<file path="src/hw/rtl/ple_pkg.sv">
// shared constants, codes and types for the positional list engine
// no dependencies; imported by every module of the block
`default_nettype none

package ple_pkg;

    localparam int CAPACITY = 32;
    localparam int IDX_W    = $clog2(CAPACITY);
    localparam int CNT_W    = $clog2(CAPACITY + 1);

    localparam int ACT_W  = 3;
    localparam int POS_W  = 8;
    localparam int DATA_W = 32;
    localparam int STAT_W = 2;
    localparam int LEN_W  = 8;

    localparam logic [ACT_W-1:0] ACT_INSERT  = 3'd0;
    localparam logic [ACT_W-1:0] ACT_DELETE  = 3'd1;
    localparam logic [ACT_W-1:0] ACT_READ    = 3'd2;
    localparam logic [ACT_W-1:0] ACT_FIND    = 3'd3;
    localparam logic [ACT_W-1:0] ACT_REVERSE = 3'd4;

    localparam logic [STAT_W-1:0] ST_OK      = 2'd0;
    localparam logic [STAT_W-1:0] ST_MISSING = 2'd1;
    localparam logic [STAT_W-1:0] ST_FULL    = 2'd2;

    typedef logic signed [DATA_W-1:0] data_t;

    // controller to datapath
    typedef struct packed {
        logic load;
        logic check;
        logic step;
        logic emit;
    } ple_cmd_t;

    // datapath to controller
    typedef struct packed {
        logic go;
        logic last;
    } ple_sts_t;

endpackage

`default_nettype wire

</file>
<file path="src/hw/rtl/ple_ctrl.sv">
// sequencing state machine of the positional list engine
// depends on ple_pkg; drives ple_dp through ple_cmd_t and reads ple_sts_t
`default_nettype none

module ple_ctrl
    import ple_pkg::*;
(
    input  wire logic     clk,
    input  wire logic     rst_n,
    input  wire logic     in_valid,
    output logic          in_stall,
    output logic          out_valid,
    input  wire logic     out_stall,
    output ple_cmd_t      cmd,
    input  wire ple_sts_t sts
);

    localparam logic [1:0] S_IDLE   = 2'd0;
    localparam logic [1:0] S_CHECK  = 2'd1;
    localparam logic [1:0] S_WALK   = 2'd2;
    localparam logic [1:0] S_FINISH = 2'd3;

    logic [1:0] state_reg;
    logic [1:0] state_next;
    logic       out_valid_reg;
    logic       out_valid_next;

    assign in_stall  = (state_reg != S_IDLE);
    assign out_valid = out_valid_reg;

    always_comb
    begin
        cmd.load  = in_valid && (state_reg == S_IDLE);
        cmd.check = (state_reg == S_CHECK);
        cmd.step  = (state_reg == S_WALK);
        cmd.emit  = (state_reg == S_FINISH) && (!out_valid_reg || !out_stall);
    end

    always_comb
    begin
        state_next = state_reg;
        unique case (state_reg)
            S_IDLE:
            begin
                if (cmd.load)
                    state_next = S_CHECK;
            end
            S_CHECK:
            begin
                state_next = sts.go ? S_WALK : S_FINISH;
            end
            S_WALK:
            begin
                if (sts.last)
                    state_next = S_FINISH;
            end
            S_FINISH:
            begin
                if (cmd.emit)
                    state_next = S_IDLE;
            end
            default:
            begin
                state_next = S_IDLE;
            end
        endcase
    end

    always_comb
    begin
        if (cmd.emit)
            out_valid_next = 1'b1;
        else if (out_stall)
            out_valid_next = out_valid_reg;
        else
            out_valid_next = 1'b0;
    end

    always_ff @(posedge clk or negedge rst_n)
    begin
        if (!rst_n)
        begin
            state_reg     <= S_IDLE;
            out_valid_reg <= 1'b0;
        end
        else
        begin
            state_reg     <= state_next;
            out_valid_reg <= out_valid_next;
        end
    end

`ifndef SYNTHESIS
    a_load_to_check: assert property (@(posedge clk) disable iff (!rst_n)
        cmd.load |=> state_reg == S_CHECK)
        else $error("accepted word did not enter the check state");

    a_emit_shows: assert property (@(posedge clk) disable iff (!rst_n)
        cmd.emit |=> out_valid_reg)
        else $error("emitted result not presented");

    a_stalled_result_held: assert property (@(posedge clk) disable iff (!rst_n)
        (out_valid_reg && out_stall) |=> out_valid_reg)
        else $error("stalled result dropped");
`endif

endmodule

`default_nettype wire

</file>
<file path="src/hw/rtl/ple_dp.sv">
// datapath of the positional list engine: entry memory, walk pointers,
// bounds checks, result and output registers; depends on ple_pkg
`default_nettype none

module ple_dp
    import ple_pkg::*;
(
    input  wire logic              clk,
    input  wire logic              rst_n,
    input  wire logic [ACT_W-1:0]  action,
    input  wire logic [POS_W-1:0]  position,
    input  wire data_t             value,
    input  wire ple_cmd_t          cmd,
    output ple_sts_t               sts,
    output logic      [STAT_W-1:0] status,
    output data_t                  read_value,
    output logic      [POS_W-1:0]  found_position,
    output logic      [LEN_W-1:0]  length
);

    data_t mem [CAPACITY];

    logic [ACT_W-1:0]  act_reg;
    logic [POS_W-1:0]  pos_reg;
    data_t             val_reg;
    logic [CNT_W-1:0]  cnt_reg, cnt_next;
    logic [CNT_W-1:0]  rp_reg, rp_next;
    logic [CNT_W-1:0]  wp_reg, wp_next;
    logic [CNT_W-1:0]  lo_reg, lo_next;
    logic [CNT_W-1:0]  hi_reg, hi_next;
    logic [CNT_W-1:0]  wlo_reg, wlo_next;
    logic [CNT_W-1:0]  whi_reg, whi_next;
    logic              pend_reg, pend_next;
    logic              ph_reg, ph_next;
    data_t             tmp_reg, tmp_next;
    data_t             rdata_reg;
    logic [STAT_W-1:0] res_status_reg, res_status_next;
    data_t             res_read_reg, res_read_next;
    logic [POS_W-1:0]  res_fp_reg, res_fp_next;
    logic [STAT_W-1:0] status_reg;
    data_t             read_value_reg;
    logic [POS_W-1:0]  found_position_reg;
    logic [LEN_W-1:0]  length_reg;

    logic [POS_W-1:0]  n_ext;
    logic [POS_W-1:0]  at;
    logic [CNT_W-1:0]  at_c;
    logic [STAT_W-1:0] chk_status;
    logic              chk_go;
    logic              match;
    logic              mem_we;
    logic [CNT_W-1:0]  mem_waddr;
    data_t             mem_wdata;
    logic              mem_re;
    logic [CNT_W-1:0]  mem_raddr;

    // positions 0 and 1 both mean the front
    assign n_ext = POS_W'(cnt_reg);
    assign at    = (pos_reg <= POS_W'(1)) ? '0 : pos_reg - POS_W'(1);
    assign at_c  = CNT_W'(at);
    assign match = pend_reg && (rdata_reg == val_reg);

    always_comb
    begin
        chk_status = ST_MISSING;
        chk_go     = 1'b0;
        unique case (act_reg)
            ACT_INSERT:
            begin
                if (at > n_ext)
                    chk_status = ST_MISSING;
                else if (cnt_reg >= CNT_W'(CAPACITY))
                    chk_status = ST_FULL;
                else
                begin
                    chk_status = ST_OK;
                    chk_go     = 1'b1;
                end
            end
            ACT_DELETE:
            begin
                if (at < n_ext)
                begin
                    chk_status = ST_OK;
                    chk_go     = 1'b1;
                end
            end
            ACT_READ:
            begin
                if (pos_reg >= POS_W'(1) && pos_reg <= n_ext)
                begin
                    chk_status = ST_OK;
                    chk_go     = 1'b1;
                end
            end
            ACT_FIND:
            begin
                // status turns ok only on a match
                chk_go = (cnt_reg != '0);
            end
            ACT_REVERSE:
            begin
                chk_status = ST_OK;
                chk_go     = (cnt_reg > CNT_W'(1));
            end
            default:
            begin
                chk_status = ST_MISSING;
            end
        endcase
    end

    always_comb
    begin
        cnt_next        = cnt_reg;
        rp_next         = rp_reg;
        wp_next         = wp_reg;
        lo_next         = lo_reg;
        hi_next         = hi_reg;
        wlo_next        = wlo_reg;
        whi_next        = whi_reg;
        pend_next       = pend_reg;
        ph_next         = ph_reg;
        tmp_next        = tmp_reg;
        res_status_next = res_status_reg;
        res_read_next   = res_read_reg;
        res_fp_next     = res_fp_reg;
        mem_we          = 1'b0;
        mem_waddr       = '0;
        mem_wdata       = val_reg;
        mem_re          = 1'b0;
        mem_raddr       = '0;
        sts.go          = chk_go;
        sts.last        = 1'b0;

        if (cmd.check)
        begin
            res_status_next = chk_status;
            res_read_next   = '0;
            res_fp_next     = '0;
            pend_next       = 1'b0;
            ph_next         = 1'b0;
            lo_next         = '0;
            hi_next         = cnt_reg - CNT_W'(1);
            if (act_reg == ACT_INSERT)
                rp_next = cnt_reg;
            else if (act_reg == ACT_DELETE)
                rp_next = at_c + CNT_W'(1);
            else
                rp_next = '0;
        end

        if (cmd.step)
        begin
            unique case (act_reg)
                ACT_INSERT:
                begin
                    // shift the tail up one place, last entry first
                    if (pend_reg)
                    begin
                        mem_we    = 1'b1;
                        mem_waddr = wp_reg;
                        mem_wdata = rdata_reg;
                    end
                    if (rp_reg > at_c)
                    begin
                        mem_re    = 1'b1;
                        mem_raddr = rp_reg - CNT_W'(1);
                        pend_next = 1'b1;
                        wp_next   = rp_reg;
                        rp_next   = rp_reg - CNT_W'(1);
                    end
                    else if (pend_reg)
                        pend_next = 1'b0;
                    else
                    begin
                        mem_we    = 1'b1;
                        mem_waddr = at_c;
                        mem_wdata = val_reg;
                        cnt_next  = cnt_reg + CNT_W'(1);
                        sts.last  = 1'b1;
                    end
                end
                ACT_DELETE:
                begin
                    // shift the tail down one place, front first
                    if (pend_reg)
                    begin
                        mem_we    = 1'b1;
                        mem_waddr = wp_reg;
                        mem_wdata = rdata_reg;
                    end
                    if (rp_reg < cnt_reg)
                    begin
                        mem_re    = 1'b1;
                        mem_raddr = rp_reg;
                        pend_next = 1'b1;
                        wp_next   = rp_reg - CNT_W'(1);
                        rp_next   = rp_reg + CNT_W'(1);
                    end
                    else
                    begin
                        pend_next = 1'b0;
                        cnt_next  = cnt_reg - CNT_W'(1);
                        sts.last  = 1'b1;
                    end
                end
                ACT_READ:
                begin
                    if (!pend_reg)
                    begin
                        mem_re    = 1'b1;
                        mem_raddr = CNT_W'(pos_reg - POS_W'(1));
                        pend_next = 1'b1;
                    end
                    else
                    begin
                        res_read_next = rdata_reg;
                        sts.last      = 1'b1;
                    end
                end
                ACT_FIND:
                begin
                    // compare lags the read: it uses the registered read data in the next cycle
                    if (match)
                    begin
                        res_status_next = ST_OK;
                        res_fp_next     = POS_W'(wp_reg) + POS_W'(1);
                        sts.last        = 1'b1;
                    end
                    else if (rp_reg < cnt_reg)
                    begin
                        mem_re    = 1'b1;
                        mem_raddr = rp_reg;
                        pend_next = 1'b1;
                        wp_next   = rp_reg;
                        rp_next   = rp_reg + CNT_W'(1);
                    end
                    else
                        sts.last = 1'b1;
                end
                ACT_REVERSE:
                begin
                    // two phases per pair: read lo then hi; the writes of the
                    // previous pair overlap the reads of the next one
                    if (!ph_reg)
                    begin
                        if (pend_reg)
                        begin
                            mem_we    = 1'b1;
                            mem_waddr = wlo_reg;
                            mem_wdata = rdata_reg;
                        end
                        if (lo_reg < hi_reg)
                        begin
                            mem_re    = 1'b1;
                            mem_raddr = lo_reg;
                        end
                        ph_next = 1'b1;
                    end
                    else
                    begin
                        if (pend_reg)
                        begin
                            mem_we    = 1'b1;
                            mem_waddr = whi_reg;
                            mem_wdata = tmp_reg;
                        end
                        tmp_next = rdata_reg;
                        ph_next  = 1'b0;
                        if (lo_reg < hi_reg)
                        begin
                            mem_re    = 1'b1;
                            mem_raddr = hi_reg;
                            pend_next = 1'b1;
                            wlo_next  = lo_reg;
                            whi_next  = hi_reg;
                            lo_next   = lo_reg + CNT_W'(1);
                            hi_next   = hi_reg - CNT_W'(1);
                        end
                        else
                        begin
                            pend_next = 1'b0;
                            sts.last  = 1'b1;
                        end
                    end
                end
                default:
                begin
                    sts.last = 1'b1;
                end
            endcase
        end
    end

    // entry memory, one write and one registered read per cycle
    always_ff @(posedge clk)
    begin
        if (mem_we)
            mem[mem_waddr[IDX_W-1:0]] <= mem_wdata;
        if (mem_re)
            rdata_reg <= mem[mem_raddr[IDX_W-1:0]];
    end

    always_ff @(posedge clk)
    begin
        if (cmd.load)
        begin
            act_reg <= action;
            pos_reg <= position;
            val_reg <= value;
        end
        rp_reg         <= rp_next;
        wp_reg         <= wp_next;
        lo_reg         <= lo_next;
        hi_reg         <= hi_next;
        wlo_reg        <= wlo_next;
        whi_reg        <= whi_next;
        tmp_reg        <= tmp_next;
        res_status_reg <= res_status_next;
        res_read_reg   <= res_read_next;
        res_fp_reg     <= res_fp_next;
        if (cmd.emit)
        begin
            status_reg         <= res_status_reg;
            read_value_reg     <= res_read_reg;
            found_position_reg <= res_fp_reg;
            length_reg         <= LEN_W'(cnt_reg);
        end
    end

    always_ff @(posedge clk or negedge rst_n)
    begin
        if (!rst_n)
        begin
            cnt_reg  <= '0;
            pend_reg <= 1'b0;
            ph_reg   <= 1'b0;
        end
        else
        begin
            cnt_reg  <= cnt_next;
            pend_reg <= pend_next;
            ph_reg   <= ph_next;
        end
    end

    assign status         = status_reg;
    assign read_value     = read_value_reg;
    assign found_position = found_position_reg;
    assign length         = length_reg;

`ifndef SYNTHESIS
    a_cnt_bound: assert property (@(posedge clk) disable iff (!rst_n)
        cnt_reg <= CNT_W'(CAPACITY))
        else $error("entry count above capacity");

    a_cnt_step: assert property (@(posedge clk) disable iff (!rst_n)
        (cnt_reg != $past(cnt_reg)) |->
        (cnt_reg == $past(cnt_reg) + CNT_W'(1) || cnt_reg == $past(cnt_reg) - CNT_W'(1)))
        else $error("entry count moved by more than one");

    a_no_rw_collision: assert property (@(posedge clk) disable iff (!rst_n)
        (mem_we && mem_re) |-> (mem_waddr != mem_raddr))
        else $error("read and write of the same entry in one cycle");
`endif

endmodule

`default_nettype wire

</file>
<file path="src/hw/rtl/positional_list_engine.sv">
// top level of the positional list engine: controller plus datapath
// depends on ple_pkg, ple_ctrl and ple_dp
//
// Bounded ordered list of up to CAPACITY signed 32-bit words with insert,
// delete, read, find and reverse requests; each accepted word yields exactly
// one result with status and the length after the request. The list lives in
// a single-port-read, single-port-write memory and a request walks it one
// entry per cycle, so the memory port sets the time per word: the request is
// accepted and bounds-checked; then, with index the zero-based place it
// points at, insert shifts the entries from index on up and writes the word
// at index, delete shifts the entries after index down, read fetches one
// entry, find scans from the front to a match or the end, reverse swaps
// pairs from both ends inward, and the result goes to the output register.
// A rejected request skips the walk. The next word is accepted while a
// finished result still waits in the output register.
`default_nettype none

module positional_list_engine
    import ple_pkg::*;
(
    input  wire logic              clk,
    input  wire logic              rst_n,
    input  wire logic              in_valid,
    output logic                   in_stall,
    input  wire logic [ACT_W-1:0]  action,
    input  wire logic [POS_W-1:0]  position,
    input  wire data_t             value,
    output logic                   out_valid,
    input  wire logic              out_stall,
    output logic      [STAT_W-1:0] status,
    output data_t                  read_value,
    output logic      [POS_W-1:0]  found_position,
    output logic      [LEN_W-1:0]  length
);

    ple_cmd_t cmd;
    ple_sts_t sts;

    ple_ctrl u_ctrl (
        .clk       (clk),
        .rst_n     (rst_n),
        .in_valid  (in_valid),
        .in_stall  (in_stall),
        .out_valid (out_valid),
        .out_stall (out_stall),
        .cmd       (cmd),
        .sts       (sts)
    );

    ple_dp u_dp (
        .clk            (clk),
        .rst_n          (rst_n),
        .action         (action),
        .position       (position),
        .value          (value),
        .cmd            (cmd),
        .sts            (sts),
        .status         (status),
        .read_value     (read_value),
        .found_position (found_position),
        .length         (length)
    );

endmodule

`default_nettype wire

</file>
<file path="config.mk">
export PLATFORM = sky130hd
export DESIGN_NAME = positional_list_engine
export DESIGN_NICKNAME = d
export VERILOG_FILES = /design/src/hw/rtl/ple_pkg.sv /design/src/hw/rtl/ple_ctrl.sv /design/src/hw/rtl/ple_dp.sv /design/src/hw/rtl/positional_list_engine.sv
export SDC_FILE = /design/constraint.sdc
export NUM_CORES = 2
export LEC_CHECK = 0
export ABC_AREA = 1
export BUFFER_PORTS_ARGS = -buffer_cell sky130_fd_sc_hd__buf_2
export CORE_MARGIN = 3
export CORE_UTILIZATION = 28
export CTS_BUF_LIST = sky130_fd_sc_hd__clkbuf_4 sky130_fd_sc_hd__clkbuf_8 sky130_fd_sc_hd__clkbuf_16
export DETAILED_ROUTE_END_ITERATION = 8
export PLACE_DENSITY = 0.45
export SLEW_MARGIN = 10
export SYNTH_ARGS = -nofsm -noshare
export SYNTH_HDL_FRONTEND = slang
export SYNTH_SLANG_ARGS = --single-unit
</file>
<file path="constraint.sdc">
create_clock -name clk -period 4.8 [get_ports clk]
set_input_delay 0.96 -clock clk [delete_from_list [all_inputs] [get_ports clk]]
set_output_delay 0.96 -clock clk [all_outputs]
set_load 0.05 [all_outputs]
</file>
* Yosys cells after proc, flatten, opt, wreduce, memory -nomap -nowiden
Memory sizes are Yosys's and may differ from the RTL's. A register that Yosys moved wholly into a read port is not among the register bits. Cells that the tools add are included.
Storage, ports and cells: register bits 210, latch bits 0, RAM bits 1024, memory bits (read-only) 0, input bits 47, word-level logic and storage cells 195, memories kept 1
Cells by class: add/sub/neg operators 9, multipliers 0, div/mod/pow operators 0, magnitude comparators 10, eq/ne operators 19, shifts and indexed selects 0, mux-type cells 115, bitwise logic cells 0, reduce and logical (&&, ||, !) cells 19
Memory list:
- u_dp.mem | depth 32, bits a word 32, rd ports 1, clocked after Yosys merged registers in 1, write ports 1, RTL line ple_dp.sv:21 | data_t mem [CAPACITY];
Operator list (count):
- $mux W32 | 10
- $mux W6 | 24
- $pmux W32 S3 | 1
- $mux W5 | 15
- $mux W8 | 5
- $mux W1 | 39
- $pmux W6 S3 | 2
- $eq A32 B32 Y1 | 1
- $pmux W5 S5 | 1
- $add A6 B1 Y6 const B | 4
- $pmux W1 S5 | 4
- $mux W2 | 9
- $sub A6 B1 Y6 const B | 3
- $ne A2 B2 Y1 const B | 8
- $pmux W2 S4 | 2
- $pmux W5 S3 | 1
- $lt A6 B6 Y1 | 2
- $pmux W6 S2 | 1
- $ge A8 B1 Y1 const B | 1
- $gt A8 B6 Y1 | 1
- $le A8 B1 Y1 const B | 1
- $le A8 B6 Y1 | 1
- $lt A8 B6 Y1 | 1
- $sub A8 B1 Y8 const B | 1
- other kinds (24) | 34

* Logic depth before layout (Yosys ltp)
word-level depth 10, mapped depth 26, gate-level depth less buffers 24

* Cells and area by module
Synthesis repeated with hierarchy kept, for this count alone.
Second synthesis, totals: cells, all modules 5359, area, all modules 56379.1 µm²
By module, submodules not included:
- ple_dp | instances 1, cells an instance 5321, area each 56106.3 µm²
- ple_ctrl | instances 1, cells an instance 38, area each 272.8 µm²

* Least setup slack after synthesis
No wires, ideal clock.
path type reg2reg, from reg u_dp.pos_reg[0], to mem u_dp.mem[25][0] (netlist name), enable pin, setup time 0.421 ns, data arrival time 4.329 ns, data required time 4.379 ns, path slack 0.049 ns, stages on the path, launching flop included 22, path buffers 0, clock period less this slack 4.751 ns, cells stage by stage edfxtp_1 inv_1 ha_1 nand2_1 nor2_1 xor2_1 nor2_1 inv_1 ha_1 nand2_1 nor2_1 a211oi_1 nand2_1 nand2_1 nand2_1 nor2_1 inv_1 o21ai_0 nand2_1 nor2_1 nand2_1 nor2_1
On the way: longest elaborated chain between the ends 8, elaborated cells between the ends (all ways) 13, those cells by class 1 x add/sub; 2 x order compare; 10 x mux
RTL lines:
- start, declared | RTL line ple_dp.sv:24 | logic [POS_W-1:0] pos_reg;
- start signal, assigned | RTL line ple_dp.sv:310 | pos_reg <= position;
- $sub A8 B1 Y8 or $le A8 B1 Y1 (tied branches) | RTL line ple_dp.sv:59 | assign at = (pos_reg <= POS_W'(1)) ? '0 : pos_reg - POS_W'(1);
- $mux W8 (*) | RTL line ple_dp.sv:59
- $gt A6 B6 Y1 | RTL line ple_dp.sv:165 | if (rp_reg > at_c)
- $mux W1 | RTL line ple_dp.sv:165
- $pmux W1 S2 | RTL line ple_dp.sv:155 | unique case (act_reg)
- $mux W1 | RTL line ple_dp.sv:153 | if (cmd.step)
- $mux W1 | RTL line ple_dp.sv:299 | if (mem_we)
- $mux W1 (implied by the code) | RTL line ple_dp.sv:300 | mem[mem_waddr[IDX_W-1:0]] <= mem_wdata;
- end, declared | RTL line ple_dp.sv:21
Mark *: on every way between the ends. The rest lies on a longest branch, timed or not.

* Worst setup path after layout
from reg u_dp.pos_reg[0], to reg u_dp.rdata_reg[13] (read register of u_dp.mem), data pin
On the way: longest elaborated chain between the ends 6, elaborated cells between the ends (all ways) 11, those cells by class 1 x add/sub; 2 x order compare; 8 x mux
RTL lines:
- $sub A8 B1 Y8 or $le A8 B1 Y1 (tied branches) | RTL line ple_dp.sv:59
- $mux W8 | RTL line ple_dp.sv:59
- $gt A6 B6 Y1 | RTL line ple_dp.sv:165
- $mux W5 or $mux W1 (tied branches) | RTL line ple_dp.sv:165
- $pmux W5 S5 or $pmux W1 S5 (tied branches) | RTL line ple_dp.sv:155
- $mux W5 or $mux W1 (tied branches) | RTL line ple_dp.sv:153
- end, declared | RTL line ple_dp.sv:36 | data_t rdata_reg;
Parallel ways exist; a longest one is shown, timed or not. A chain may end at the register's enable or synchronous reset.

==> out/metrics.yaml <==
numClockSinks: 1266
crit_path_end_kind: "flip-flop"
cts.clk_slew.worst_paths_ns: 0.06
vias: 40054
intPower_mw: 21.9
core-area_um2: 201000
seqPwrFrac_pct: 41.7
fp.dieW_um: 457
async_flop_share_pct: 0.869
final.setup.tns_ns: 0
cts-buffers-inserted: 142
hold_path.class: "input port to async pin"
stdcell_count: 8292
swShare_pct: 34.4
comb_power_share_pct: 25.7
gr-total-overflow: 0
worstPathRequired_ns: 5.32
irDropWorstVdd_mv: 0.321
synth_seq_area_share_pct: 65.7
rows: 164
startpoint_type: "flip-flop"
via_per_inst: 4.83
cp_max_fo: 16
path_class: "flip-flop to flip-flop"
clock_skew_ns: 0.0281
setup_violations: 0
wl_um: 183000
dp_hpwl_um: 109000
clkPwrFrac_pct: 32.7
hold_viol_final: 0
p_leak_nw: 26.3
worst_pin_slew_ns: 1.05
clockRootBuffer: "clkbuf_16"
synth_area_leaders: "edfxtp_1 (63%), nand3_1 (9.7%), nand2_1 (5.6%)"
initial_utilization_pct: 28.3
synth_seq_cells: 1266
drc_errors: 0
routedWlPerCell_um: 22.1
firstDrtPassIters: 5
syn_inst: 5343
yosysTopAreaCell: "edfxtp_1"
whs_ns: 0.0762
io_pins: 99
nets: 5613
layout-drive-gt1-share_pct: 12.7
h-tree-depth: 4
grt_use_total_pct: 17.2
crit_arrival_ns: 5.02
antenna_found_initial: 9
syn2layout_area_growth_pct: 19.1
portBuffers: 96
routabilityCongestion: 0.873
switching_power_mw: 11.5
synth_flop_cell: "edfxtp_1"
status: "finished, final reports clean"
finalCritPeriodShare_pct: 93.8
synth_top_area_share_pct: 63.1
maxSlewViolCount: 0
dieHeight_um: 457
yosys-top-cells-count: "edfxtp_1 (1195), nand3_1 (1102), nand2_1 (856)"
avgSynthCellArea_um2: 10.6
clkLatencyLatePin_ns: 0.79
clockBufferDepth: 3
ctsHoldBuffers: 0
largest_reg_flops: 1024
cap_violations: 0
clock.fmax_mhz: 222
drt_iter0_markers: 3750
synth_edf_count: 1195
slew_headroom_pct: 30.3
ys_types: 44
cts_tree: "done"
powerDensity_nw_per_um2: 493
ys_warn_count: 0
synthMostInstantiatedCell: "edfxtp_1"
placed_cells: 8011
grt_pass1_wl_um: 270000
rsz0062_at_grt: "true"
die-area_um2: 209000
min_period_ns: 4.50
netlist_area_um2: 56900
ant_nets: 0
grt_max_degree: 136
first_global_vias: 38640
cells in the final DEF, fill, tap and decap left out, drive strengths merged, types with 2 or more instances in the layout:
cell type	synthesis	routed
edfxtp	1195	1195
nand3	1105	1105
nand2	859	859
inv	772	776
buf	219	369
nand3b	290	290
nor2	256	256
clkbuf	116	188
o21ai	160	160
nand4	103	103
dfxtp	60	60
clkinv	1	55
ha	43	43
a21oi	36	36
a22oi	34	34
xor2	19	19
xnor2	14	14
dfrtp	11	11
o211ai	10	10
nor3	9	9
bufinv	0	7
o221ai	6	6
o22ai	5	5
clkinvlp	0	4
or2	3	3
a211oi	3	3
a31oi	3	3
a21boi	3	3
a221oi	2	2
a32o	2	2
conb	1	2
layout make-up:
| cell class | count | area (µm²) |
|---|---|---|
| Timing Repair Buffer | 370 | 3960 |
| Tap cell | 2656 | 3320 |
| Clock inverter | 69 | 604 |
| Sequential cell | 1266 | 37400 |
| Inverter | 773 | 2910 |
| Clock buffer | 187 | 4050 |
| Fill cell | 20081 | 133000 |
| Multi-Input combinational cell | 2970 | 15500 |
| Antenna cell | 1 | 2.50 |
what timing repair did:
action | in CTS | in global routing
gates resized for setup | 1 | 17
setup buffers | 3 | 20
cloned | 0 | 1
setup endpoints to repair | 21 | 929
pin swaps | 1 | 7
kinds of logic after synthesis:
family | count (synthesis) | synth area share, %
other | 1 | 0.00659
AOI/OAI and AO/OA | 266 | 2.66
adders and majority gates | 43 | 0.946
and+or+nand+nor | 2626 | 22.3
xor gates and xnor gates | 33 | 0.508
buffers and inverters | 1108 | 7.94
DFF | 1266 | 65.7
metal layers:
layer | global-route usage [%] | share of wire, % | up-vias
li1 | - | - | 18698
met1 | 24.0 | 46 | 19993
met2 | 28.0 | 47 | 1132
met3 | 2.33 | 5.1 | 231
met4 | 4.46 | 2.1 | 0
met5 | 0 | 0 | -
power groups by stage:
stage / Sequential [mW] / Clock (mW) / Combinational (mW)
finish: 13.9 / 10.9 / 8.57
global route: 14.0 / 11.6 / 9.31
CTS: 13.9 / 11.2 / 8.53
detailed placement: 14.1 / 0 / 8.48
global placement: 14.2 / 0 / 8.49
floorplan: 14.4 / 0 / 4.56
final timing paths:
kind                                       end                  start  slack [ns]  cells after the start
max                         u_dp.rdata_reg[13]        u_dp.pos_reg[0]        0.30                     26
min                            u_dp.cnt_reg[0]                  rst_n        0.08                      1
max reg2reg                 u_dp.rdata_reg[13]        u_dp.pos_reg[0]        0.30                     26
min reg2reg                u_dp.read_value[19]  u_dp.res_read_reg[19]        0.43                      0
max in group asynchronous     u_ctrl.out_valid                  rst_n        4.47                      1
min in group clk              u_dp.val_reg[31]              value[31]        0.36                      1
worst max-delay path, stage by stage, from the launching register on:
cell and delay [ns]:
edfxtp_1 0.39, inv_2 0.11, ha_1 0.25, nor2_1 0.11
nor2_1 0.06, nand2_2 0.12, inv_2 0.07, nor2_1 0.21
inv_1 0.15, ha_1 0.30, nand2_1 0.05, nor2_1 0.12
nand2_1 0.07, nand2_1 0.07, buf_4 0.13, nand3_2 0.19
nor2_4 0.21, o21ai_4 0.08, buf_12 0.18, inv_8 0.17
buf_12 0.20, buf_4 0.28, nand3_1 0.12, nand3_1 0.11
nand2_1 0.16, nand2_1 0.16, nand2_1 0.11
stage by stage:
step | total power, mW | instance area [µm²] | worst slack [ns] | util, %
floorplan | 18.9 | 56900 | 0.0494 | -
global placement | 22.6 | 62700 | -0.0899 | 31.2
detailed placement | 22.6 | 62700 | -0.0347 | 31.2
CTS | 33.6 | 67400 | 0.0107 | 33.6
global route | 34.9 | 67800 | -0.0789 | 33.7
finish | 33.4 | 67800 | 0.297 | 33.7
Power figures use the tool's default switching activity.
